===== src/vpus_pkg.sv =====
// Package for the vehicle power-up sequencer.
// Holds the state encoding, status codes, register map and configuration type.
// No dependencies.
package vpus_pkg;

    typedef enum logic [8:0] {
        ST_INIT        = 9'b000000001,
        ST_HV_START    = 9'b000000010,
        ST_READY_WAIT  = 9'b000000100,
        ST_MOTOR_START = 9'b000001000,
        ST_AWAIT_BRAKE = 9'b000010000,
        ST_RUNNING     = 9'b000100000,
        ST_SHUTDOWN    = 9'b001000000,
        ST_HV_ERROR    = 9'b010000000,
        ST_FATAL       = 9'b100000000
    } mode_t;

    localparam logic [3:0] MODE_INIT        = 4'd0;
    localparam logic [3:0] MODE_HV_START    = 4'd1;
    localparam logic [3:0] MODE_READY_WAIT  = 4'd2;
    localparam logic [3:0] MODE_MOTOR_START = 4'd3;
    localparam logic [3:0] MODE_AWAIT_BRAKE = 4'd4;
    localparam logic [3:0] MODE_RUNNING     = 4'd5;
    localparam logic [3:0] MODE_SHUTDOWN    = 4'd6;
    localparam logic [3:0] MODE_HV_ERROR    = 4'd7;
    localparam logic [3:0] MODE_FATAL       = 4'd8;

    localparam logic [2:0] BAT_RUNNING = 3'd1;
    localparam logic [2:0] BAT_LOW     = 3'd2;
    localparam logic [2:0] BAT_ERROR   = 3'd3;
    localparam logic [2:0] BAT_IDLE    = 3'd4;

    localparam logic [1:0] MOT_RUNNING   = 2'd1;
    localparam logic [1:0] MOT_START_ERR = 2'd2;
    localparam logic [1:0] MOT_RUN_ERR   = 2'd3;

    localparam logic [1:0] DASH_HV     = 2'd1;
    localparam logic [1:0] DASH_MOTORS = 2'd2;

    localparam int ADDR_BITS = 4;
    localparam logic [1:0] REG_STARTUP_DELAY    = 2'd0;
    localparam logic [1:0] REG_SPEAKER_DURATION = 2'd1;
    localparam logic [1:0] REG_TICK_PERIOD      = 2'd2;

    localparam logic [15:0] STARTUP_DELAY_RESET    = 16'd2000;
    localparam logic [15:0] SPEAKER_DURATION_RESET = 16'd2000;
    localparam logic [7:0]  TICK_PERIOD_RESET      = 8'd10;

    typedef struct packed {
        logic [15:0] startup_delay_ms;
        logic [15:0] speaker_duration_ms;
        logic [7:0]  tick_period_ms;
    } cfg_t;

endpackage


===== src/vehicle_power_up_sequencer.sv =====
// Top level of the vehicle power-up and shutdown sequencer.
// Instantiates vpus_apb_regs and vpus_core; depends on vpus_pkg.
//
// Each input beat is one periodic tick. The block accepts a new beat every
// cycle while the result channel is not stalled and returns one result beat
// per input beat, passing it through the input register and then the state
// update into the result register, which also decouples a stalled result channel.
// Configuration registers at byte addresses 0 (startup delay), 4 (speaker
// duration) and 8 (tick period) should be written only while the block is
// idle. The time-in-state counter is TIME_BITS wide and is reported
// saturated to 16 bits.
module vehicle_power_up_sequencer #(
    parameter int TIME_BITS = 16
) (
    input  logic                           aclk,
    input  logic                           aresetn,
    input  logic                           psel,
    input  logic                           penable,
    input  logic                           pwrite,
    input  logic [vpus_pkg::ADDR_BITS-1:0] paddr,
    input  logic [31:0]                    pwdata,
    output logic [31:0]                    prdata,
    output logic                           pready,
    input  logic                           s_valid,
    output logic                           s_ready,
    input  logic [2:0]                     s_battery_status,
    input  logic [1:0]                     s_motor_status,
    input  logic [1:0]                     s_dash_request,
    input  logic                           s_brake_pressed,
    output logic                           m_valid,
    input  logic                           m_ready,
    output logic                           m_battery_enable,
    output logic                           m_motor_enable,
    output logic [3:0]                     m_next_mode,
    output logic [15:0]                    m_time_in_mode_ms,
    output logic                           m_speaker_on
);
    import vpus_pkg::*;

    cfg_t cfg;

    vpus_apb_regs u_regs (
        .aclk    (aclk),
        .aresetn (aresetn),
        .psel    (psel),
        .penable (penable),
        .pwrite  (pwrite),
        .paddr   (paddr),
        .pwdata  (pwdata),
        .prdata  (prdata),
        .pready  (pready),
        .cfg_o   (cfg)
    );

    vpus_core #(
        .TIME_BITS (TIME_BITS)
    ) u_core (
        .aclk              (aclk),
        .aresetn           (aresetn),
        .cfg_i             (cfg),
        .s_valid           (s_valid),
        .s_ready           (s_ready),
        .s_battery_status  (s_battery_status),
        .s_motor_status    (s_motor_status),
        .s_dash_request    (s_dash_request),
        .s_brake_pressed   (s_brake_pressed),
        .m_valid           (m_valid),
        .m_ready           (m_ready),
        .m_battery_enable  (m_battery_enable),
        .m_motor_enable    (m_motor_enable),
        .m_next_mode       (m_next_mode),
        .m_time_in_mode_ms (m_time_in_mode_ms),
        .m_speaker_on      (m_speaker_on)
    );

endmodule


===== src/vpus_apb_regs.sv =====
// APB configuration registers of the power-up sequencer.
// Depends on vpus_pkg for the register map and the configuration struct.
module vpus_apb_regs (
    input  logic                           aclk,
    input  logic                           aresetn,
    input  logic                           psel,
    input  logic                           penable,
    input  logic                           pwrite,
    input  logic [vpus_pkg::ADDR_BITS-1:0] paddr,
    input  logic [31:0]                    pwdata,
    output logic [31:0]                    prdata,
    output logic                           pready,
    output vpus_pkg::cfg_t                 cfg_o
);
    import vpus_pkg::*;

    cfg_t       cfg_reg;
    logic       wr_en;
    logic [1:0] reg_idx;

    assign pready  = 1'b1;
    assign wr_en   = psel && penable && pwrite;
    assign reg_idx = paddr[3:2];
    assign cfg_o   = cfg_reg;

    always_ff @(posedge aclk) begin
        if (!aresetn) begin
            cfg_reg.startup_delay_ms    <= STARTUP_DELAY_RESET;
            cfg_reg.speaker_duration_ms <= SPEAKER_DURATION_RESET;
            cfg_reg.tick_period_ms      <= TICK_PERIOD_RESET;
        end else if (wr_en) begin
            case (reg_idx)
                REG_STARTUP_DELAY:    cfg_reg.startup_delay_ms    <= pwdata[15:0];
                REG_SPEAKER_DURATION: cfg_reg.speaker_duration_ms <= pwdata[15:0];
                REG_TICK_PERIOD:      cfg_reg.tick_period_ms      <= pwdata[7:0];
                default: ;
            endcase
        end
    end

    always_comb begin
        case (reg_idx)
            REG_STARTUP_DELAY:    prdata = {16'd0, cfg_reg.startup_delay_ms};
            REG_SPEAKER_DURATION: prdata = {16'd0, cfg_reg.speaker_duration_ms};
            REG_TICK_PERIOD:      prdata = {24'd0, cfg_reg.tick_period_ms};
            default:              prdata = 32'd0;
        endcase
    end

endmodule


===== src/vpus_core.sv =====
// Sequencer core: input register, state update logic and result register.
// Depends on vpus_pkg for the state encoding, status codes and configuration struct.
module vpus_core #(
    parameter int TIME_BITS = 16
) (
    input  logic           aclk,
    input  logic           aresetn,
    input  vpus_pkg::cfg_t cfg_i,
    input  logic           s_valid,
    output logic           s_ready,
    input  logic [2:0]     s_battery_status,
    input  logic [1:0]     s_motor_status,
    input  logic [1:0]     s_dash_request,
    input  logic           s_brake_pressed,
    output logic           m_valid,
    input  logic           m_ready,
    output logic           m_battery_enable,
    output logic           m_motor_enable,
    output logic [3:0]     m_next_mode,
    output logic [15:0]    m_time_in_mode_ms,
    output logic           m_speaker_on
);
    import vpus_pkg::*;

    localparam int CW = (TIME_BITS > 16) ? TIME_BITS : 16;
    localparam logic [TIME_BITS-1:0] TIME_MAX = {TIME_BITS{1'b1}};

    logic       in_valid_reg;
    logic [2:0] bat_reg;
    logic [1:0] mot_reg;
    logic [1:0] dash_reg;
    logic       brake_reg;

    mode_t                mode_reg, mode_next;
    logic [TIME_BITS-1:0] time_reg, time_next;
    logic                 speaker_reg, speaker_next;

    logic        out_valid_reg, out_valid_next;
    logic        ben_reg, ben_next;
    logic        men_reg, men_next;
    logic [3:0]  code_reg, code_next;
    logic [15:0] tout_reg, tout_next;
    logic        spk_out_reg;

    logic                 step;
    logic                 load;
    logic [CW-1:0]        time_ext;
    logic [TIME_BITS-1:0] time_base;
    logic [TIME_BITS:0]   time_sum;
    logic [CW-1:0]        time_new_ext;

    assign step    = in_valid_reg && (!out_valid_reg || m_ready);
    assign s_ready = !in_valid_reg || step;
    assign load    = s_valid && s_ready;

    assign time_ext = CW'(time_reg);

    always_comb begin
        mode_next    = mode_reg;
        ben_next     = 1'b0;
        men_next     = 1'b0;
        speaker_next = speaker_reg;
        case (mode_reg)
            ST_INIT: begin
                if (time_ext >= CW'(cfg_i.startup_delay_ms) && dash_reg == DASH_HV) begin
                    mode_next = ST_HV_START;
                end
            end
            ST_HV_START: begin
                ben_next = 1'b1;
                if (bat_reg == BAT_RUNNING) begin
                    mode_next = ST_READY_WAIT;
                end
            end
            ST_READY_WAIT: begin
                ben_next = 1'b1;
                if (dash_reg == DASH_MOTORS) begin
                    mode_next = ST_MOTOR_START;
                end
            end
            ST_MOTOR_START: begin
                ben_next = 1'b1;
                men_next = 1'b1;
                if (mot_reg == MOT_RUNNING) begin
                    mode_next = ST_AWAIT_BRAKE;
                end else if (mot_reg == MOT_START_ERR) begin
                    mode_next = ST_FATAL;
                end
            end
            ST_AWAIT_BRAKE: begin
                ben_next = 1'b1;
                men_next = 1'b1;
                if (brake_reg) begin
                    mode_next = ST_RUNNING;
                end
            end
            ST_RUNNING: begin
                ben_next     = 1'b1;
                men_next     = 1'b1;
                speaker_next = time_ext < CW'(cfg_i.speaker_duration_ms);
                if (bat_reg == BAT_ERROR || mot_reg == MOT_RUN_ERR) begin
                    mode_next = ST_FATAL;
                end else if (bat_reg == BAT_LOW) begin
                    mode_next = ST_SHUTDOWN;
                end
            end
            ST_SHUTDOWN, ST_HV_ERROR: begin
                if (bat_reg == BAT_IDLE) begin
                    mode_next = ST_INIT;
                end
            end
            default: ;
        endcase
    end

    always_comb begin
        time_base = (mode_next != mode_reg) ? '0 : time_reg;
        time_sum  = {1'b0, time_base} + (TIME_BITS + 1)'(cfg_i.tick_period_ms);
        time_next = time_sum[TIME_BITS] ? TIME_MAX : time_sum[TIME_BITS-1:0];
        time_new_ext = CW'(time_next);
        tout_next = (time_new_ext > CW'(16'hFFFF)) ? 16'hFFFF : time_new_ext[15:0];
    end

    always_comb begin
        case (mode_next)
            ST_INIT:        code_next = MODE_INIT;
            ST_HV_START:    code_next = MODE_HV_START;
            ST_READY_WAIT:  code_next = MODE_READY_WAIT;
            ST_MOTOR_START: code_next = MODE_MOTOR_START;
            ST_AWAIT_BRAKE: code_next = MODE_AWAIT_BRAKE;
            ST_RUNNING:     code_next = MODE_RUNNING;
            ST_SHUTDOWN:    code_next = MODE_SHUTDOWN;
            ST_HV_ERROR:    code_next = MODE_HV_ERROR;
            default:        code_next = MODE_FATAL;
        endcase
    end

    always_comb begin
        if (step) begin
            out_valid_next = 1'b1;
        end else if (m_ready) begin
            out_valid_next = 1'b0;
        end else begin
            out_valid_next = out_valid_reg;
        end
    end

    always_ff @(posedge aclk) begin
        if (!aresetn) begin
            in_valid_reg  <= 1'b0;
            out_valid_reg <= 1'b0;
            mode_reg      <= ST_INIT;
            time_reg      <= '0;
            speaker_reg   <= 1'b0;
        end else begin
            out_valid_reg <= out_valid_next;
            if (load) begin
                in_valid_reg <= 1'b1;
            end else if (step) begin
                in_valid_reg <= 1'b0;
            end
            if (step) begin
                mode_reg    <= mode_next;
                time_reg    <= time_next;
                speaker_reg <= speaker_next;
            end
        end
    end

    always_ff @(posedge aclk) begin
        if (load) begin
            bat_reg   <= s_battery_status;
            mot_reg   <= s_motor_status;
            dash_reg  <= s_dash_request;
            brake_reg <= s_brake_pressed;
        end
        if (step) begin
            ben_reg     <= ben_next;
            men_reg     <= men_next;
            code_reg    <= code_next;
            tout_reg    <= tout_next;
            spk_out_reg <= speaker_next;
        end
    end

    assign m_valid           = out_valid_reg;
    assign m_battery_enable  = ben_reg;
    assign m_motor_enable    = men_reg;
    assign m_next_mode       = code_reg;
    assign m_time_in_mode_ms = tout_reg;
    assign m_speaker_on      = spk_out_reg;

    a_state_hold: assert property (@(posedge aclk) disable iff (!aresetn)
        !step |=> $stable(mode_reg) && $stable(time_reg) && $stable(speaker_reg))
        else $error("Sequencer state changed without a step.");

    a_time_clear: assert property (@(posedge aclk) disable iff (!aresetn)
        (step && mode_next != mode_reg)
            |=> time_reg == TIME_BITS'($past(cfg_i.tick_period_ms)))
        else $error("Time in state did not restart on a state change.");

    a_speaker_hold: assert property (@(posedge aclk) disable iff (!aresetn)
        (step && mode_reg != ST_RUNNING) |=> $stable(speaker_reg))
        else $error("Speaker changed outside the running state.");

    a_result_loaded: assert property (@(posedge aclk) disable iff (!aresetn)
        step |=> out_valid_reg && !$stable(in_valid_reg) || in_valid_reg || out_valid_reg)
        else $error("A step did not produce a result beat.");

endmodule

===== config.mk =====
export PLATFORM = sky130hd
export DESIGN_NAME = vehicle_power_up_sequencer
export DESIGN_NICKNAME = d
export VERILOG_FILES = /design/src/vpus_pkg.sv /design/src/vehicle_power_up_sequencer.sv /design/src/vpus_apb_regs.sv /design/src/vpus_core.sv
export SDC_FILE = /design/constraint.sdc
export NUM_CORES = 1
export LEC_CHECK = 0
export BUFFER_PORTS_ARGS = -buffer_cell sky130_fd_sc_hd__buf_4
export CELL_PAD_IN_SITES_DETAIL_PLACEMENT = 0
export CELL_PAD_IN_SITES_GLOBAL_PLACEMENT = 1
export CORE_AREA = 2 2 120 122
export DETAILED_ROUTE_END_ITERATION = 8
export DIE_AREA = 0 0 122 124
export GPL_TIMING_DRIVEN = 0
export HOLD_SLACK_MARGIN = 0.03
export PLACE_DENSITY_LB_ADDON = 0.05
export SLEW_MARGIN = 20
export SYNTH_ARGS = -nofsm -noshare
export SYNTH_HDL_FRONTEND = slang
export SYNTH_HIERARCHICAL = 1
export SYNTH_SLANG_ARGS = --single-unit

===== constraint.sdc =====
create_clock -name aclk -period 12.15 [get_ports aclk]
set_input_delay 1.215 -clock aclk [delete_from_list [all_inputs] [get_ports aclk]]
set_output_delay 1.215 -clock aclk [all_outputs]
set_load 0.02 [all_outputs]

==> flow_summary.yaml <==
run_status:
  status: "finished, final reports clean"
die:
  die_y_um: 124
  row_count: 43
  fp.dieW_um: 122
  io_pins: 109
  coreArea_um2: 13700
  die_area_um2: 15100
  start_util: 0.456
layout:
  layout_commonest_cell: "buf_4"
  synthToLayoutAreaGrowth_pct: 18.3
  largest_reg_flops: 40
  mostFrequentLayoutCells: "93 x buf_4, 82 x nand2_1, 68 x dfxtp_1, 57 x mux2i_1, 45 x inv_1"
  fin_nets: 893
  final_area_um2: 7400
  fillCellCount: 1322
  num_antenna_cells: 0
  drive_above_1_share: 0.180
critical_path:
  path_buf_inv: 4
  rr_endpoint: "u_core/m_time_in_mode_ms[13]"
  path_cells: "buf_2, nor4b_1, nor4b_1, nor2_1, nand3_1, nand2b_1, buf_6, or2_2, buf_2, and2_1, fa_1, a21o_1, a21oi_1, nor2b_1, o21ai_0, a211oi_1, o211ai_2, buf_2, o21ai_0"
  cp.required_ns: 12.24
  worst_path_largest_cell_delay_ns: 0.79
  cpMaxStageDelayCell: "nor4b_1"
  crit_fanout: 10
  cp-end-kind: "flop"
  worst_path_dominant_cell_family: "simple AND/OR/NAND/NOR gates"
  cp_common_cell: "buf_2"
  crit_arrival_ns: 5.55
  regToRegSetupSlack_ns: 6.69
  startpoint_type: "flop"
  crit_type: "reg -> reg"
  r2r_start: "u_core/mode_reg[2]"
  r2r_cells: 19
detailed_routing:
  firstDrtPassIters: 5
  ant_nets: 0
  wirelength_um: 16500
  wl_per_cell_um: 16.7
  vias: 5378
  vias_per_cell: 5.45
  drc: 0
  first_iter_violations: 424
yosys:
  yosys-top-cells-area: "dfxtp_1 22%, edfxtp_1 15%, mux2i_1 9.1%"
  yosysTopAreaCell: "dfxtp_1"
  synth_top_cell_area_share: 0.217
  yosys_warnings: 6
  synthFlopType: "dfxtp_1"
  ys_ff_latch: 99
  synth_edf_count: 31
  synthDistinctLibCells: 63
  netlist_instances: 702
  avgSynthCellArea_um2: 8.92
  netlist_area_um2: 6260
  ys_async_sr_fraction: 0
  ys_seq_area_frac: 0.366
timing:
  tns_ns: 0
  grt_setup_unrepaired: "no"
  worst_pin_slew_ns: 0.885
  fin_crit_sh: 0.449
  holdWs_ns: 0.479
  drv_slew: 0
  hold_violations: 0
  fin_crit_ns: 5.46
  setup_viol: 0
  finClkSkew_ns: 0.00911
  fmax_ghz: 0.183
  maxSlewHeadroom: 0.401
power:
  p_leak_nw: 3.35
  power.density_nw_per_um2: 103
  vdd_drop_max_uv: 54.4
  power_mw: 0.766
clocking:
  htree_levels: 3
  cts_buffer_depth: 2
  root_buffer: "clkbuf_16"
  clkTransAtPathRegs_ns: 0.07
  cts_resized: 0
  cts_inserted_buffers: 9
  clk_latency_ns: 0.36
  cts_hold_buf: 0
  clock-sinks: 99
  post-cts-setup-buffers: 0
  cts_tree: "done"
placed_design:
  place_congestion: 0.858
  io_buffers: 73
  dp_hpwl_um: 12900
  placed_cell_area_um2: 7110
global_routing:
  grt.overflow.total: 0
  grt_max_degree: 31
  grt_pass1_vias: 5119
  track_usage: 0.229
  grt_pass1_wl_um: 26600
  antenna_found_initial: 0
job:
  drv_cap: 0
min_path:
  hp-start: "u_regs/cfg_o[19]"
  whs_path_depth: 2
  hp-class: "reg -> reg"
  min_to: "u_regs/cfg_o[19]"
==> report_power, final <==
part	leakage, nW	total [mW]	internal, mW	switching, mW
sequential	0.845	0.359	0.352	0.00702
clock	0.149	0.289	0.159	0.129
combinational	2.35	0.118	0.0486	0.0696
total	3.35	0.766	0.560	0.206
==> layout make-up <==
cell class              instances  area (um^2)  share of cell area
multi-input cells             518         3530               0.476
flip-flops and latches         99         2290               0.310
repair buffers                 74          568              0.0767
plain buffers                  55          329              0.0444
clock buffers                   9          225              0.0304
well taps                     180          225              0.0304
inverters                      45          169              0.0228
clock inverters                 7         67.6             0.00913
==> synth_stat cells (4+ instances only) <==
master,n
xor2_1,8
nand3_1,14
o211ai_1,7
o31a_1,5
nor4_1,4
nand4_1,6
nor2_1,34
clkbuf_1,18
o21a_1,4
a21oi_1,26
o21ai_0,36
xnor2_1,8
buf_4,20
and2_1,13
inv_1,45
nor4b_1,10
nor2b_1,25
mux2i_1,57
nand2_1,82
nor3_1,7
or3_1,8
a211oi_1,7
nor3b_1,5
buf_6,4
edfxtp_1,31
nand2b_1,12
dfxtp_1,68
a21o_1,11
buf_2,13
and3_1,7
ha_1,39
a31oi_1,16
or2_2,4
==> cell families after synthesis <==
group | Yosys count | synth area share
other cells | 2 | 0.00120
mux | 57 | 0.0911
compound gates | 141 | 0.148
xor+xnor | 16 | 0.0224
flops | 99 | 0.366
buf+inv | 100 | 0.0793
fa+ha+maj | 40 | 0.0812
simple gates | 247 | 0.210
==> through the flow <==
stage | std cells | utilization | worst slack, ns
after CTS | 987 | 0.540 | 6.79
after global routing | 987 | 0.540 | 6.42
after detailed placement | 971 | 0.518 | 6.81
final | 987 | 0.540 | 6.69
after global placement | 970 | 0.517 | 6.90
after floorplan | 717 | - | 7.77
==> worst max path at each step <==
stage | from | to | slack (ns) | depth (start not counted)
after floorplan | u_core/mode_reg[1] | u_core/m_time_in_mode_ms[10] | 7.77 | 20
after global placement | u_core/mode_reg[2] | u_core/m_time_in_mode_ms[11] | 6.90 | 19
after detailed placement | u_core/mode_reg[2] | u_core/m_time_in_mode_ms[13] | 6.81 | 19
after CTS | u_core/mode_reg[2] | u_core/m_time_in_mode_ms[13] | 6.79 | 19
after global routing | u_core/mode_reg[2] | u_core/m_time_in_mode_ms[13] | 6.42 | 19
final | u_core/mode_reg[2] | u_core/m_time_in_mode_ms[13] | 6.69 | 19
==> per-layer routing <==
metal | up-vias | wire length, um | part of all wire | GRT usage
met5 | - | 0 | 0 | 0
met4 | 0 | 197 | 0.012 | 0.0711
met3 | 13 | 860 | 0.052 | 0.0357
met2 | 154 | 7670 | 0.46 | 0.363
met1 | 2547 | 7800 | 0.47 | 0.322
li1 | 2664 | - | - | -
==> worst min-delay path, stage by stage, from the launching register on <==
cell	delay, ns
dfxtp_1	0.32
nand2_1	0.06
mux2i_1	0.05
No activity file was read; power rests on OpenSTA's default activity.
